--- config.mk ---
export PLATFORM = sky130hd
export DESIGN_NAME = line_raster_color_interp
export DESIGN_NICKNAME = d
export VERILOG_FILES = /design/src/sv/lrc_pkg.sv /design/src/sv/lrc_div_lane.sv /design/src/sv/lrc_ctrl.sv /design/src/sv/lrc_datapath.sv /design/src/sv/line_raster_color_interp.sv
export SDC_FILE = /design/constraint.sdc
export NUM_CORES = 1
export LEC_CHECK = 0
export BUFFER_PORTS_ARGS = -buffer_cell sky130_fd_sc_hd__buf_2
export CORE_ASPECT_RATIO = 0.8
export CORE_MARGIN = 4
export CORE_UTILIZATION = 54
export CTS_CLUSTER_SIZE = 24
export DETAILED_ROUTE_END_ITERATION = 8
export HOLD_SLACK_MARGIN = 0.02
export PLACE_DENSITY = 0.72
export SETUP_SLACK_MARGIN = 0.2
export SLEW_MARGIN = 15
export SYNTH_ARGS = -nofsm -noshare
export SYNTH_HDL_FRONTEND = slang
export SYNTH_SLANG_ARGS = --single-unit
--- constraint.sdc ---
create_clock -name clk -period 16.5 [get_ports clk]
set_input_delay 2.475 -clock clk [delete_from_list [all_inputs] [get_ports clk]]
set_output_delay 2.475 -clock clk [all_outputs]
set_load 0.005 [all_outputs]
--- src/sv/lrc_pkg.sv ---
// Shared types and constants for the line rasterizer with color interpolation.
// Used by lrc_div_lane, lrc_ctrl, lrc_datapath and line_raster_color_interp.
// No dependencies.
package lrc_pkg;

  localparam int COORD_W = 9;
  localparam int CH_W    = 8;
  localparam int NUM_CH  = 4;
  localparam int COLOR_W = CH_W * NUM_CH;
  localparam int ERR_W   = COORD_W + 1;

  typedef logic [COORD_W-1:0] coord_t;
  typedef logic [COLOR_W-1:0] color_t;

  // Function codes on the input channel.
  localparam logic FUNC_START = 1'b0;
  localparam logic FUNC_STEP  = 1'b1;

  // Commands from the controller to the datapath.
  typedef struct packed {
    logic load_start;
    logic do_step;
  } cmd_t;

  // Status from the datapath to the controller.
  typedef struct packed {
    logic major_zero;
    logic div_done;
  } status_t;

endpackage

--- src/sv/lrc_div_lane.sv ---
// One restoring divider lane: computes a signed color increment for one channel.
// Depends on lrc_pkg.
module lrc_div_lane #(
  parameter int FRAC_BITS = 16
) (
  input  logic                                clk,
  input  logic                                start,
  input  logic                                step_en,
  input  logic                                finish,
  input  logic [lrc_pkg::CH_W-1:0]            ch_start,
  input  logic [lrc_pkg::CH_W-1:0]            ch_end,
  input  logic [lrc_pkg::COORD_W-1:0]         divisor,
  output logic signed [lrc_pkg::CH_W+FRAC_BITS:0] incr
);

  localparam int QW = lrc_pkg::CH_W + FRAC_BITS;

  logic [QW-1:0]                 quo;
  logic [lrc_pkg::COORD_W-1:0]   rem;
  logic                          neg;
  logic [lrc_pkg::COORD_W:0]     trial;
  logic                          q_bit;
  logic [lrc_pkg::COORD_W:0]     trial_sub;

  always_comb begin
    trial     = {rem, quo[QW-1]};
    trial_sub = trial - {1'b0, divisor};
    q_bit     = (trial >= {1'b0, divisor});
  end

  always_ff @(posedge clk) begin
    if (start) begin
      neg <= (ch_end < ch_start);
      quo <= {((ch_end < ch_start) ? (ch_start - ch_end) : (ch_end - ch_start)),
              {FRAC_BITS{1'b0}}};
      rem <= '0;
    end else if (step_en) begin
      rem <= q_bit ? trial_sub[lrc_pkg::COORD_W-1:0] : trial[lrc_pkg::COORD_W-1:0];
      quo <= {quo[QW-2:0], q_bit};
    end else if (finish) begin
      incr <= neg ? -$signed({1'b0, quo}) : $signed({1'b0, quo});
    end
  end

endmodule

--- src/sv/lrc_ctrl.sv ---
// Controller state machine: input and output handshakes, divide wait.
// Depends on lrc_pkg.
module lrc_ctrl (
  input  logic             clk,
  input  logic             rst,
  input  logic             in_valid,
  output logic             in_ready,
  input  logic             func,
  output logic             out_valid,
  input  logic             out_ready,
  input  lrc_pkg::status_t status,
  output lrc_pkg::cmd_t    cmd
);

  typedef enum logic {
    S_IDLE,
    S_DIV
  } state_t;

  state_t state;
  logic   accept;

  assign in_ready = (state == S_IDLE) && (!out_valid || out_ready);
  assign accept   = in_valid && in_ready;

  always_comb begin
    cmd.load_start = accept && (func == lrc_pkg::FUNC_START);
    cmd.do_step    = accept && (func == lrc_pkg::FUNC_STEP);
  end

  always_ff @(posedge clk) begin
    if (rst) begin
      state     <= S_IDLE;
      out_valid <= 1'b0;
    end else begin
      case (state)
        S_IDLE: begin
          if (cmd.load_start && !status.major_zero) begin
            state <= S_DIV;
          end
        end
        S_DIV: begin
          if (status.div_done) begin
            state <= S_IDLE;
          end
        end
        default: begin
          state <= S_IDLE;
        end
      endcase
      if (accept) begin
        out_valid <= 1'b1;
      end else if (out_ready) begin
        out_valid <= 1'b0;
      end
    end
  end

endmodule

--- src/sv/lrc_datapath.sv ---
// Datapath: line set-up, Bresenham stepper, color accumulators, divider lanes
// and the output register. Depends on lrc_pkg and lrc_div_lane.
module lrc_datapath #(
  parameter int IMAGE_SIZE = 512,
  parameter int FRAC_BITS  = 16
) (
  input  logic                  clk,
  input  logic                  rst,
  input  lrc_pkg::cmd_t         cmd,
  output lrc_pkg::status_t      status,
  input  lrc_pkg::coord_t       start_x,
  input  lrc_pkg::coord_t       start_y,
  input  lrc_pkg::coord_t       end_x,
  input  lrc_pkg::coord_t       end_y,
  input  lrc_pkg::color_t       color_start,
  input  lrc_pkg::color_t       color_end,
  output logic                  valid_res,
  output lrc_pkg::coord_t       pixel_x,
  output lrc_pkg::coord_t       pixel_y,
  output lrc_pkg::color_t       pixel_color,
  output logic                  last
);

  localparam int QW    = lrc_pkg::CH_W + FRAC_BITS;
  localparam int SW    = QW + 2;
  localparam int CNT_W = $clog2(QW + 1);
  localparam logic [12:0] MAX_C = 13'(IMAGE_SIZE - 1);

  function automatic lrc_pkg::coord_t clamp_coord(input lrc_pkg::coord_t v);
    lrc_pkg::coord_t r;
    r = v;
    if ({4'b0000, v} > MAX_C) begin
      r = MAX_C[lrc_pkg::COORD_W-1:0];
    end
    return r;
  endfunction

  // Set-up values, computed from the input fields.
  lrc_pkg::coord_t x0, y0, x1, y1, dx, dy, s_major, s_minor;
  logic            s_xb, s_yb, s_xmaj;

  // Line state.
  lrc_pkg::coord_t cur_x, cur_y, major_len, minor_len, steps_left;
  logic            x_backward, y_backward, x_major, line_active;
  logic [lrc_pkg::ERR_W-1:0] error_term;
  lrc_pkg::color_t final_color;
  logic [QW-1:0]   color_accum [lrc_pkg::NUM_CH];
  logic signed [QW:0] color_incr [lrc_pkg::NUM_CH];

  // Step values.
  lrc_pkg::coord_t nx, ny, steps_next;
  logic [lrc_pkg::ERR_W-1:0] err_sum, err_next;
  logic [QW-1:0]   accum_next [lrc_pkg::NUM_CH];
  logic signed [SW-1:0] acc_sum [lrc_pkg::NUM_CH];
  lrc_pkg::color_t packed_next;

  // Divider sequencing.
  logic             div_busy;
  logic [CNT_W-1:0] div_cnt;
  logic             div_step, div_finish;

  always_comb begin
    x0     = clamp_coord(start_x);
    y0     = clamp_coord(start_y);
    x1     = clamp_coord(end_x);
    y1     = clamp_coord(end_y);
    s_xb   = (x1 < x0);
    s_yb   = (y1 < y0);
    dx     = s_xb ? (x0 - x1) : (x1 - x0);
    dy     = s_yb ? (y0 - y1) : (y1 - y0);
    s_xmaj = (dx > dy);
    s_major = s_xmaj ? dx : dy;
    s_minor = s_xmaj ? dy : dx;
  end

  always_comb begin
    status.major_zero = (s_major == '0);
    status.div_done   = div_finish;
  end

  assign div_step   = div_busy && (div_cnt != '0);
  assign div_finish = div_busy && (div_cnt == '0);

  // Bresenham step: the major coordinate always moves, the minor one when
  // the error term reaches the major length.
  always_comb begin
    err_sum  = error_term + {1'b0, minor_len};
    err_next = err_sum;
    nx = cur_x;
    ny = cur_y;
    if (x_major) begin
      nx = x_backward ? (cur_x - 1'b1) : (cur_x + 1'b1);
    end else begin
      ny = y_backward ? (cur_y - 1'b1) : (cur_y + 1'b1);
    end
    if (err_sum >= {1'b0, major_len}) begin
      err_next = err_sum - {1'b0, major_len};
      if (x_major) begin
        ny = y_backward ? (cur_y - 1'b1) : (cur_y + 1'b1);
      end else begin
        nx = x_backward ? (cur_x - 1'b1) : (cur_x + 1'b1);
      end
    end
    steps_next = steps_left - 1'b1;
  end

  // Saturating color accumulation.
  always_comb begin
    for (int i = 0; i < lrc_pkg::NUM_CH; i++) begin
      acc_sum[i] = $signed({2'b00, color_accum[i]}) +
                   $signed({color_incr[i][QW], color_incr[i]});
      if (acc_sum[i][SW-1]) begin
        accum_next[i] = '0;
      end else if (acc_sum[i][SW-2]) begin
        accum_next[i] = '1;
      end else begin
        accum_next[i] = acc_sum[i][QW-1:0];
      end
      packed_next[i*lrc_pkg::CH_W +: lrc_pkg::CH_W] = accum_next[i][QW-1 -: lrc_pkg::CH_W];
    end
  end

  for (genvar g = 0; g < lrc_pkg::NUM_CH; g++) begin : g_lane
    lrc_div_lane #(
      .FRAC_BITS(FRAC_BITS)
    ) u_lane (
      .clk     (clk),
      .start   (cmd.load_start),
      .step_en (div_step),
      .finish  (div_finish),
      .ch_start(color_start[g*lrc_pkg::CH_W +: lrc_pkg::CH_W]),
      .ch_end  (color_end[g*lrc_pkg::CH_W +: lrc_pkg::CH_W]),
      .divisor (major_len),
      .incr    (color_incr[g])
    );
  end

  // Control state of the datapath.
  always_ff @(posedge clk) begin
    if (rst) begin
      line_active <= 1'b0;
      div_busy    <= 1'b0;
      div_cnt     <= '0;
    end else begin
      if (cmd.load_start) begin
        line_active <= (s_major != '0);
        div_busy    <= (s_major != '0);
        div_cnt     <= CNT_W'(QW);
      end else begin
        if (cmd.do_step && line_active) begin
          line_active <= (steps_next != '0);
        end
        if (div_step) begin
          div_cnt <= div_cnt - 1'b1;
        end else if (div_finish) begin
          div_busy <= 1'b0;
        end
      end
    end
  end

  // Line state and output register.
  always_ff @(posedge clk) begin
    if (cmd.load_start) begin
      cur_x       <= x0;
      cur_y       <= y0;
      x_backward  <= s_xb;
      y_backward  <= s_yb;
      x_major     <= s_xmaj;
      major_len   <= s_major;
      minor_len   <= s_minor;
      error_term  <= {2'b00, s_major[lrc_pkg::COORD_W-1:1]};
      steps_left  <= s_major;
      final_color <= color_end;
      for (int i = 0; i < lrc_pkg::NUM_CH; i++) begin
        color_accum[i] <= {color_start[i*lrc_pkg::CH_W +: lrc_pkg::CH_W],
                           {FRAC_BITS{1'b0}}};
      end
      valid_res   <= 1'b1;
      pixel_x     <= x0;
      pixel_y     <= y0;
      pixel_color <= (s_major == '0) ? color_end : color_start;
      last        <= (s_major == '0);
    end else if (cmd.do_step) begin
      if (line_active) begin
        cur_x      <= nx;
        cur_y      <= ny;
        error_term <= err_next;
        steps_left <= steps_next;
        for (int i = 0; i < lrc_pkg::NUM_CH; i++) begin
          color_accum[i] <= accum_next[i];
        end
        valid_res   <= 1'b1;
        pixel_x     <= nx;
        pixel_y     <= ny;
        pixel_color <= (steps_next == '0) ? final_color : packed_next;
        last        <= (steps_next == '0);
      end else begin
        valid_res   <= 1'b0;
        pixel_x     <= '0;
        pixel_y     <= '0;
        pixel_color <= '0;
        last        <= 1'b0;
      end
    end
  end

endmodule

--- src/sv/line_raster_color_interp.sv ---
// Top level of the line rasterizer with per-channel RGBA color interpolation.
// Depends on lrc_pkg, lrc_ctrl, lrc_datapath and lrc_div_lane.
//
// Usage: the input channel carries one item per transfer. An item with func
// at the start code loads both endpoints and both packed colors and produces
// the first pixel of the line; each item with func at the step code produces
// the next pixel, with last set on the final pixel. A step while no line is
// active produces a result with valid_res low and all other fields zero.
//
// Every accepted item yields exactly one result, which appears in the output
// register on the cycle after the transfer. Step items sustain one per cycle
// while the receiver keeps up. After a start item of nonzero length, in_ready
// stays low while four restoring divider lanes, one quotient bit per cycle,
// work out the color increments; the first pixel is already on the output
// during that time. A zero-length line needs no divide.
// When the receiver stalls, the result holds in the output register and
// in_ready drops until that result is taken; a new item is accepted in the
// same cycle the waiting result transfers. Reset (synchronous, active high)
// leaves no line active and the output channel empty.
module line_raster_color_interp #(
  parameter int IMAGE_SIZE = 512,
  parameter int FRAC_BITS  = 16
) (
  input  logic                    clk,
  input  logic                    rst,
  input  logic                    in_valid,
  output logic                    in_ready,
  input  logic                    func,
  input  logic [8:0]              start_x,
  input  logic [8:0]              start_y,
  input  logic [8:0]              end_x,
  input  logic [8:0]              end_y,
  input  logic [31:0]             color_start,
  input  logic [31:0]             color_end,
  output logic                    out_valid,
  input  logic                    out_ready,
  output logic                    valid_res,
  output logic [8:0]              pixel_x,
  output logic [8:0]              pixel_y,
  output logic [31:0]             pixel_color,
  output logic                    last
);

  lrc_pkg::cmd_t    cmd;
  lrc_pkg::status_t status;

  // The controller owns both handshakes and the wait for the divider.
  lrc_ctrl u_ctrl (
    .clk      (clk),
    .rst      (rst),
    .in_valid (in_valid),
    .in_ready (in_ready),
    .func     (func),
    .out_valid(out_valid),
    .out_ready(out_ready),
    .status   (status),
    .cmd      (cmd)
  );

  // The datapath holds the line state, the color lanes and the result.
  lrc_datapath #(
    .IMAGE_SIZE(IMAGE_SIZE),
    .FRAC_BITS (FRAC_BITS)
  ) u_dp (
    .clk        (clk),
    .rst        (rst),
    .cmd        (cmd),
    .status     (status),
    .start_x    (start_x),
    .start_y    (start_y),
    .end_x      (end_x),
    .end_y      (end_y),
    .color_start(color_start),
    .color_end  (color_end),
    .valid_res  (valid_res),
    .pixel_x    (pixel_x),
    .pixel_y    (pixel_y),
    .pixel_color(pixel_color),
    .last       (last)
  );

  // A start of nonzero length must hold off further items while dividing.
  a_div_blocks_input: assert property (@(posedge clk) disable iff (rst)
    (cmd.load_start && !status.major_zero) |=> !in_ready)
    else $error("input accepted right after a line start that needs a divide");

  // The divider only finishes while the controller is waiting for it.
  a_done_while_busy: assert property (@(posedge clk) disable iff (rst)
    status.div_done |-> !in_ready)
    else $error("divider finished while the input was open");

  // A result without a pixel carries all-zero fields.
  a_idle_step_zero: assert property (@(posedge clk) disable iff (rst)
    (out_valid && !valid_res) |->
      (pixel_x == '0 && pixel_y == '0 && pixel_color == '0 && !last))
    else $error("empty result carries nonzero fields");

  // The last flag only comes with an emitted pixel.
  a_last_has_pixel: assert property (@(posedge clk) disable iff (rst)
    (out_valid && last) |-> valid_res)
    else $error("last set on a result without a pixel");

endmodule

### Word-level counts from Yosys, hierarchy flattened

Memories as Yosys holds them, arrays and structs flattened.
Index checks and enable logic that the tools add are counted.

| storage, ports and cells | value |
|---|---|
| bits in registers | 387 |
| bits in writable memories | 96 |
| logic and storage cells | 217 |
| memories kept | 1 |

Memory list:

| name | depth | bits a word | rd ports | clocked after memory_dff | write ports | line | RTL |
|---|---|---|---|---|---|---|---|
| u_dp.color_accum | 4 | 24 | 4 | 0 | 4 | lrc_datapath.sv:47 | `logic [QW-1:0] color_accum [lrc_pkg::NUM_CH];` |

| operators by class | value |
|---|---|
| add/subtract/negate cells | 32 |
| order comparisons | 12 |
| eq/ne operators | 1 |
| multiplexer cells | 89 |
| bitwise logic cells | 8 |
| reduce and logical (&&, ||, !) cells | 28 |

Operators with widths:

| cell | number |
|---|---|
| $mux 24 | 24 |
| $mux 9 | 31 |
| $mux 32 | 5 |
| $add 25x25->26 | 4 |
| $neg 24->25 | 4 |
| $sub 9x9->9 | 8 |
| $sub 8x8->8 | 8 |
| $mux 8 | 7 |
| $ge 10x9->1 | 5 |
| $lt 8x8->1 | 4 |
| $sub 9x1->9 const B | 3 |
| $add 9x1->9 const B | 2 |
| $logic_not 9->1 | 2 |
| $lt 9x9->1 | 2 |
| $mux 1 | 18 |
| $reduce_bool 9->1 | 2 |
| $reduce_bool 2->1 | 6 |
| $add 10x9->10 | 1 |
| $mux 10 | 1 |
| $mux 5 | 2 |
| $sub 10x9->10 | 1 |
| $gt 9x9->1 | 1 |
| $logic_and 1x1->1 | 8 |
| $reduce_and 2->1 | 3 |
| 11 further kinds | 18 |

### Longest topological paths before layout

Gate-level depths: netlist of run 1.

| logic depth | value |
|---|---|
| depth after elaboration | 9 |
| gate-level depth with buffers | 23 |

### Cells and area by module

Synthesis of run 1 repeated with hierarchy kept, for this count alone.

| unflattened totals | value |
|---|---|
| cells, all modules | 3571 |
| area, all modules | 34161.5 um2 |

By module, submodules not included:

| module | times used | cells each | area each (um2) | sequential area each (um2) |
|---|---|---|---|---|
| lrc_datapath | 1 | 2033 | 19037.0 | 7257.0 |
| lrc_div_lane (u_dp.g_lane[0].u_lane ...) | 3 | 383 | 3754.9 | 1521.5 |
| lrc_div_lane (u_dp.g_lane[3].u_lane) | 1 | 377 | 3742.3 | 1521.5 |
| lrc_ctrl | 1 | 12 | 117.6 | 40.0 |

### Worst setup path after synthesis of run 1

Ideal clock, no wire load.

| path | value |
|---|---|
| path type | input port to flip-flop |
| from | input out_ready |
| to | register u_dp.g_lane[0].u_lane.incr[0] in the netlist's numbering, enable pin |
| library setup time | 0.560 ns |
| data arrival time | 10.022 ns |
| data required time | 15.940 ns |
| slack | 5.919 ns |
| stages on the path | 10 |
| cells stage by stage | nand2b_1 -> nor2b_1 -> nand2_1 -> inv_1 -> nand2b_1 -> clkbuf_1 -> inv_1 -> clkbuf_1 -> clkbuf_1 -> nor2_1 |

RTL lines:

| what | line | RTL |
|---|---|---|
| from (decl) | line_raster_color_interp.sv:36 | `input logic out_ready,` |
| to (signal assigned) | lrc_div_lane.sv:41 | `incr <= neg ? -$signed({1'b0, quo}) : $signed({1'b0, quo});` |
| to (decl) | lrc_div_lane.sv:13 | `output logic signed [lrc_pkg::CH_W+FRAC_BITS:0] incr` |

### Worst setup path in the final report of run 1

| path | value |
|---|---|
| from | input start_y[4] |
| to | register u_dp.pixel_color[11], data pin |

| between the ends | value |
|---|---|
| word-level cells in the longest chain between the ends | 7 |

Ends and longest elaborated chain:

| what | line | RTL |
|---|---|---|
| from (decl) | line_raster_color_interp.sv:30 | `input logic [8:0] start_y,` |
| $sub 9x9->9 or $lt 9x9->1 (tied branches) | lrc_datapath.sv:70, lrc_datapath.sv:68 |  |
| $mux 9 (*) | lrc_datapath.sv:70 | `dy = s_yb ? (y0 - y1) : (y1 - y0);` |
| $gt 9x9->1 | lrc_datapath.sv:71 | `s_xmaj = (dx > dy);` |
| $mux 9 (*) | lrc_datapath.sv:72 | `s_major = s_xmaj ? dx : dy;` |
| $logic_not 9->1 (*) | lrc_datapath.sv:182 | `pixel_color <= (s_major == '0) ? color_end : color_start;` |
| $mux 32 (*) | lrc_datapath.sv:182 |  |
| $mux 32 (*) | lrc_datapath.sv:164 | `if (cmd.load_start) begin` |
| to (signal assigned) | lrc_datapath.sv:182 |  |
| to (signal assigned) | lrc_datapath.sv:196 | `pixel_color <= (steps_next == '0) ? final_color : packed_next;` |
| to (decl) | lrc_datapath.sv:20 | `output lrc_pkg::color_t pixel_color,` |

Every way passes the cells marked *; elsewhere a longest branch is shown, timed or not.
A chain may end at the register's enable or synchronous reset.

==> metrics, run 1 <==
period utilization=0.5142; sequential-to-total area share from yosys stat=0.4068; final setup violation count=0; # DRC=0; Syn Nets=slightly below 4k; Slew Viols, Final=0; Worst Path Max Fanout=28; CTS tree=built; headroom to the max-slew limit=0.2066; top-count cell post-synth=edfxtp_1; Psw=around 1.5 mW; fmax=roughly 0.12 GHz; Die H=between 200 and 250 um; crit path DAT=~8800 ps; Synth top cells by count=edfxtp_1 (371), a21oi_1 (354), nand2_1 (331); ys async rst share=0; NumNets Final=slightly below 4k; Synth area leaders=edfxtp_1 (34%), ha_1 (11%), dfxtp_1 (6.8%); min setup slack post-route=~8000 ps; Avg Inst Size Synth=9.553 um2; Hold-fix buffers, CTS=0; largest net degree at the start of global routing=slightly above 80; I/O pins=~160; Warnings, synthesis=0; Worst Tran Pin Value=between 1000 and 1500 ps; WS Path Type=input pin to register; clk slew on worst S/H paths=about 70 ps; Seq cells post-synth=between 400 and 500; CP Launch Type=input pin; share of power burned in registers=0.362; DP Worst Slack=roughly 7500 ps; root buf cell=clkbuf_16; HP Class=register to register; initial drt markers=~2.3k; GRT overflow=0; Mapped Cells=about 3.4k; Layout area overhead=9.629%; critical path required time=between 15000 and 20000 ps; Mapped Area=0.03290 mm2; hpwl dp=59640 um; Leak=between 10 and 15 nW; setup_tns=0 ps; power share of the combinational group=0.359; routability congestion estimate from global placement=between 0.9 and 1; Final min period=about 8500 ps; switch share=0.3471; Power per Cell Area=119.0 mW/mm2; number of setup buffers added after CTS=0; Routed WL per cell=around 19 um; Yosys top cell area share=0.3386; WL final=83380 um; Power Internal=about 2.8 mW; Post-synth EDFFs=approximately 370; clock share of power=0.280; VDD IR-drop max=0.07768 mV; Antenna Nets Post-Route=0; RSZ-0062 raised after global routing=no; Clock Sinks=approximately 480; first-pass GRT wire length=between 100000 and 150000 um; share of cells above drive strength 1=0.09274; outcome=completed; Core ar.=roughly 0.06 mm2; Layout Skew=approximately 21 ps; largest area contributor in the netlist=edfxtp_1; clk_lat worst skew=around 610 ps; Cell variety after synth=103; die extent in x=~280 um; starting density of the core=0.5487; Crit. End Element=register; Fin. Hold Viols=0; IO Port Bufs=158; die area=~0.065 mm2; worst-case clock buffer depth=3; Max H-tree Level=2; Max Cap Violations=0; vias in the first global route=about 25k; total CTS buffers=50; TritonRoute pass-1 iters=5; Via-to-Cell Ratio=between 6 and 7; global-route usage over all layers=0.2503; vias post-DR=26.29k; post-CTS sizing=0; site row count=80; Primary FF master, synth=edfxtp_1; initial antenna violation count=5
state kept, by name, summed over array words and instances, names as in the netlist, 10 cells and up:
name	count
u_dp.g_lane.u_lane.quo	96
u_dp.error_term	10
u_dp.pixel_color	32
u_dp.g_lane.u_lane.rem	36
u_dp.color_accum	96
u_dp.g_lane.u_lane.incr	100
u_dp.final_color	32
power by group through the flow:
stage	logic [mW]	registers, mW	clock network (mW)
5_1_grt	1.73	1.57	1.27
6_report	1.54	1.55	1.20
4_1_cts	1.52	1.55	1.22
3_5_place_dp	1.51	1.58	0
2_1_floorplan	1.17	1.56	0
3_3_place_gp	1.49	1.58	0
through the flow:
| step | hold slack (ps) | std cells | utilization | cell area, um2 | power, mW |
|---|---|---|---|---|---|
| detailed placement | 433.7 | 4264 | 0.5719 | 34290 | 3.089 |
| CTS | 453.3 | 4358 | 0.6010 | 36040 | 4.296 |
| floorplan | 426.4 | 3444 | - | 32900 | 2.729 |
| finish | 454.6 | 4361 | 0.6016 | 36070 | 4.293 |
| global route | 479.6 | 4361 | 0.6016 | 36070 | 4.559 |
| global placement | 433.8 | 4264 | 0.5718 | 34280 | 3.069 |
per-layer routing:
metal | part of all wire | vias up | GRT usage
met4 | 0.021 | 4 | 0.06001
met3 | 0.074 | 124 | 0.04447
met2 | 0.43 | 841 | 0.3790
met5 | 0.00022 | - | 0
li1 | - | 12863 | -
met1 | 0.48 | 12460 | 0.3736
cell families (layout without fill, tap and decap cells):
family | count (synthesis) | in the layout | share of synthesized area
compound gates | 1054 | 1054 | 0.2100
xor+xnor | 234 | 234 | 0.06252
fa+ha+maj | 303 | 303 | 0.1207
buf+inv | 366 | 502 | 0.04465
flops | 483 | 483 | 0.4068
mux | 68 | 68 | 0.02145
other cells | 0 | 2 | 0
simple gates | 936 | 936 | 0.1340
layout by cell type (no fill, tap or decap), types with 44 or more instances in the layout:
| cell type | netlist | final |
|---|---|---|
| xnor2_1 | 160 | 160 |
| nand2_1 | 331 | 331 |
| dfxtp_1 | 112 | 112 |
| edfxtp_1 | 371 | 371 |
| ha_1 | 279 | 279 |
| mux2i_1 | 59 | 59 |
| a211oi_1 | 48 | 48 |
| xor2_1 | 73 | 72 |
| a21oi_1 | 354 | 352 |
| a21o_1 | 68 | 68 |
| o31ai_1 | 58 | 57 |
| nor2b_1 | 45 | 44 |
| nor3_1 | 53 | 53 |
| nor2_1 | 237 | 235 |
| clkbuf_16 | 0 | 53 |
| buf_2 | 20 | 158 |
| nand3_1 | 75 | 75 |
| inv_1 | 230 | 227 |
| o21ai_0 | 170 | 170 |
worst max-delay path, stage by stage:
cell and delay (ps):
buf_2 120, inv_1 50, ha_1 460, a21oi_2 290, a21oi_1 160, nor3_2 680
mux2_2 420, o21a_1 140, ha_1 300, and3_1 180, o21ai_1 70, a31oi_1 190
o21ai_2 690, inv_1 460, a211oi_1 400, o32ai_2 170, nor4_2 320, nand2b_2 950
o221ai_1 240
final cells by class:
| cell class | instances | area (um2) |
|---|---|---|
| antenna | 2 | 5.005 |
| tap | 779 | 974.7 |
| inverter | 232 | 880.8 |
| sequential | 483 | 13380 |
| multi-input combinational | 2595 | 18130 |
| clock buffer | 68 | 1463 |
| timing repair buffer | 176 | 945.9 |
| fill | 5088 | 23890 |
| clock inverter | 26 | 284.0 |
worst paths after layout:
kind	from	end	slack [ps]	cells after the start
worst max-delay path	start_y[4]	u_dp.pixel_color[11]	8020	19
worst min-delay path	u_dp.valid_res	u_dp.valid_res	450	1
worst max register to register	u_dp.minor_len[0]	u_dp.pixel_x[4]	11820	17
worst min register to register	u_dp.valid_res	u_dp.valid_res	450	1
Power figures use the tool's default switching activity.
==> inputs of run 2 (changes only) <==
--- a/config.mk
+++ b/config.mk
@@ -12,7 +12,7 @@
 export CTS_CLUSTER_SIZE = 24
 export DETAILED_ROUTE_END_ITERATION = 8
 export HOLD_SLACK_MARGIN = 0.02
-export PLACE_DENSITY = 0.72
+export PLACE_DENSITY = 0.74
 export SETUP_SLACK_MARGIN = 0.2
 export SLEW_MARGIN = 15
 export SYNTH_ARGS = -nofsm -noshare
==> constraint.sdc (replaced) <==
create_clock -name clk -period 7.55 [get_ports clk]
set_input_delay 1.1325 -clock clk [delete_from_list [all_inputs] [get_ports clk]]
set_output_delay 1.1325 -clock clk [all_outputs]
set_load 0.005 [all_outputs]
==> run 2 against run 1 <==
Effect of this change:
- cell count grew 0.11%
- sequential power grew 120%
- highest routed layer unchanged
- largest cell class unchanged
- critical path depth grew 2
- setup slack lost 6700 ps
- register-to-register slack lost 9000 ps
- non-clock buffer count grew 5
- global-route usage shrank 0.13 points
==> metrics, run 2 (synthesis gave the netlist of run 1 again) <==
outcome=completed; Hold-fix buffers, CTS=0 (unchanged); total CTS buffers=50 (unchanged); WL final=83780 um (+0.48%); Via-to-Cell Ratio=5.987 (-0.70%); FF-to-FF Start=u_dp.error_term[0]; post-CTS sizing=0 (unchanged); design area=0.03605 mm2 (about the same); site row count=80 (unchanged); headroom to the max-slew limit=0.1857 (-0.02089); crit path DAT=6630 ps (-2170 ps); VDD IR-drop max=0.1859 mV (+140%); HP Class=register to register; die extent in x=284.0 um (unchanged); Hold EP=u_dp.valid_res; NumNets Final=3951 (+0.13%); global-route usage over all layers=0.2490 (-0.001306); HP Start=u_dp.valid_res; vias post-DR=26.14k (-0.59%); Fin. Hold Viols=0 (unchanged); gate family responsible for the most delay along the worst path=compound AO/OA/AOI/OAI gates; Reg2Reg Setup Slack=2860 ps (-8960 ps); CP max stage delay=560 ps (-390 ps); Top reg by flops=u_dp.g_lane.u_lane.incr; hpwl dp=60660 um (+1.7%); IO Port Bufs=158 (unchanged); non-filler cells, final=4366 (+0.11%); commonest non-fill, non-tap cell in the layout=edfxtp_1; fmax=0.1593 GHz; Clock Sinks=483 (unchanged); Antenna Nets Post-Route=0 (unchanged); Slew Viols, Final=0 (unchanged); Die H=228.8 um (unchanged); initial drt markers=2528 (+12%); worst-case clock buffer depth=3 (unchanged); largest net degree at the start of global routing=100 (+20%); period utilization=0.8313; Leak=14.47 nW (-0.17%); share of cells above drive strength 1=0.09289 (+0.0001496); reg2reg end=u_dp.pixel_x[3]; CTS tree=built; # DRC=0 (unchanged); Reg2Reg Depth=17 (unchanged); Core ar.=0.05996 mm2 (unchanged); Slowest cell on crit path=nor4_2; clk slew on worst S/H paths=60 ps (about the same); dpl cell area=0.03434 mm2 (+0.15%); critical path required time=7910 ps (-8900 ps); Layout area overhead=9.576% (about the same); RSZ-0062 raised after global routing=no; die area=0.06497 mm2 (unchanged); Critical path buffers and inverters=5 (+2); vias in the first global route=24.10k (-2.5%); I/O pins=159 (unchanged); Power per Cell Area=258.8 mW/mm2 (+120%); CP Launch Type=input pin; commonest cells after routing, fill and taps aside=edfxtp_1 (371), a21oi_1 (352), nand2_1 (331); Hold Crit Depth=1 (unchanged); number of setup buffers added after CTS=0 (unchanged); Hold WS=461.5 ps (+6.898 ps); routability congestion estimate from global placement=0.9146 (+0.83%); clk_lat worst skew=620 ps (about the same); Max Cap Violations=0 (unchanged); final setup violation count=0 (unchanged); Crit. End Element=register; Worst Tran Pin Value=1219 ps (+31.26 ps); crit path cell chain=buf_2 -> inv_1 -> ha_1 -> nand3_1 -> a211oi_2 -> nor3_2 -> buf_4 -> or3b_1 -> o211a_1 -> ha_1 -> and3_1 -> o21ai_1 -> a31oi_1 -> o21ai_2 -> inv_1 -> buf_4 -> nand3_1 -> a2bb2oi_2 -> nor4_2 -> nor2_1 -> a221o_1; Max H-tree Level=2 (unchanged); first-pass GRT wire length=131800 um (-1.2%); starting density of the core=0.5487 (unchanged); TritonRoute pass-1 iters=6 (+1); Worst Path Max Fanout=12 (-57%); biggest regs=u_dp.g_lane.u_lane.incr: 100 flops, u_dp.color_accum: 96 flops, u_dp.g_lane.u_lane.quo: 96 flops; Post-Place Cells=4270 (+0.14%); initial antenna violation count=3 (-2); Routed WL per cell=19.19 um (+0.36%); GRT overflow=0 (unchanged); max FFs per register=100 (unchanged); WS Path Type=input pin to register; Final min period=6277 ps; setup_tns=0 ps (unchanged); root buf cell=clkbuf_16; Layout Skew=33.33 ps (+11.84 ps)
run 2: how the worst max path moves through the flow:
stage | start | endpoint | cells past startpoint
after floorplan | out_ready | u_dp.g_lane[0].u_lane.incr[0] | 10
after global placement | start_y[4] | u_dp.pixel_color[13] | 21
after detailed placement | start_y[4] | u_dp.pixel_color[10] | 21
after CTS | start_y[4] | u_dp.pixel_color[10] | 21
after global routing | start_y[6] | u_dp.pixel_color[13] | 21
final | start_y[4] | u_dp.pixel_color[10] | 21
run 2: where the power goes:
part | internal, mW | leakage [nW] | switching, mW
sequential | 3.24 | 4.42 | 0.162
clock | 1.48 | 0.819 | 1.10
combinational | 1.36 | 9.23 | 1.99
total | 6.08 | 14.5 | 3.25
run 2: metal layers:
| metal | wire [um] | vias to the layer above | part of all wire | track usage |
|---|---|---|---|---|
| li1 | - | 12874 | - | - |
| met1 | 39890 | 12281 | 0.48 | 0.3743 |
| met2 | 35870 | 884 | 0.43 | 0.3764 |
| met3 | 6724 | 97 | 0.080 | 0.04756 |
| met4 | 1274 | 2 | 0.015 | 0.04983 |
| met5 | 14 | - | 0.00017 | 0 |
run 2: cell type report:
cell class	count	area, um2
timing repair buffer	181	975.9
fill	5039	23910
clock inverter	32	351.6
tap	779	974.7
sequential	483	13380
antenna	2	5.005
multi-input combinational	2595	18130
inverter	232	880.8
clock buffer	62	1349
run 2: metrics by stage:
| stage | setup WS [ps] | power [mW] | utilization |
|---|---|---|---|
| 6_report | 1273 | 9.329 | 0.6013 |
| 5_1_grt | 1007 | 9.886 | 0.6013 |
| 4_1_cts | 1425 | 9.326 | 0.6011 |
| 3_3_place_gp | 936.8 | 6.689 | 0.5727 |
| 3_5_place_dp | 807.6 | 6.741 | 0.5727 |
| 2_1_floorplan | 466.9 | 5.961 | - |
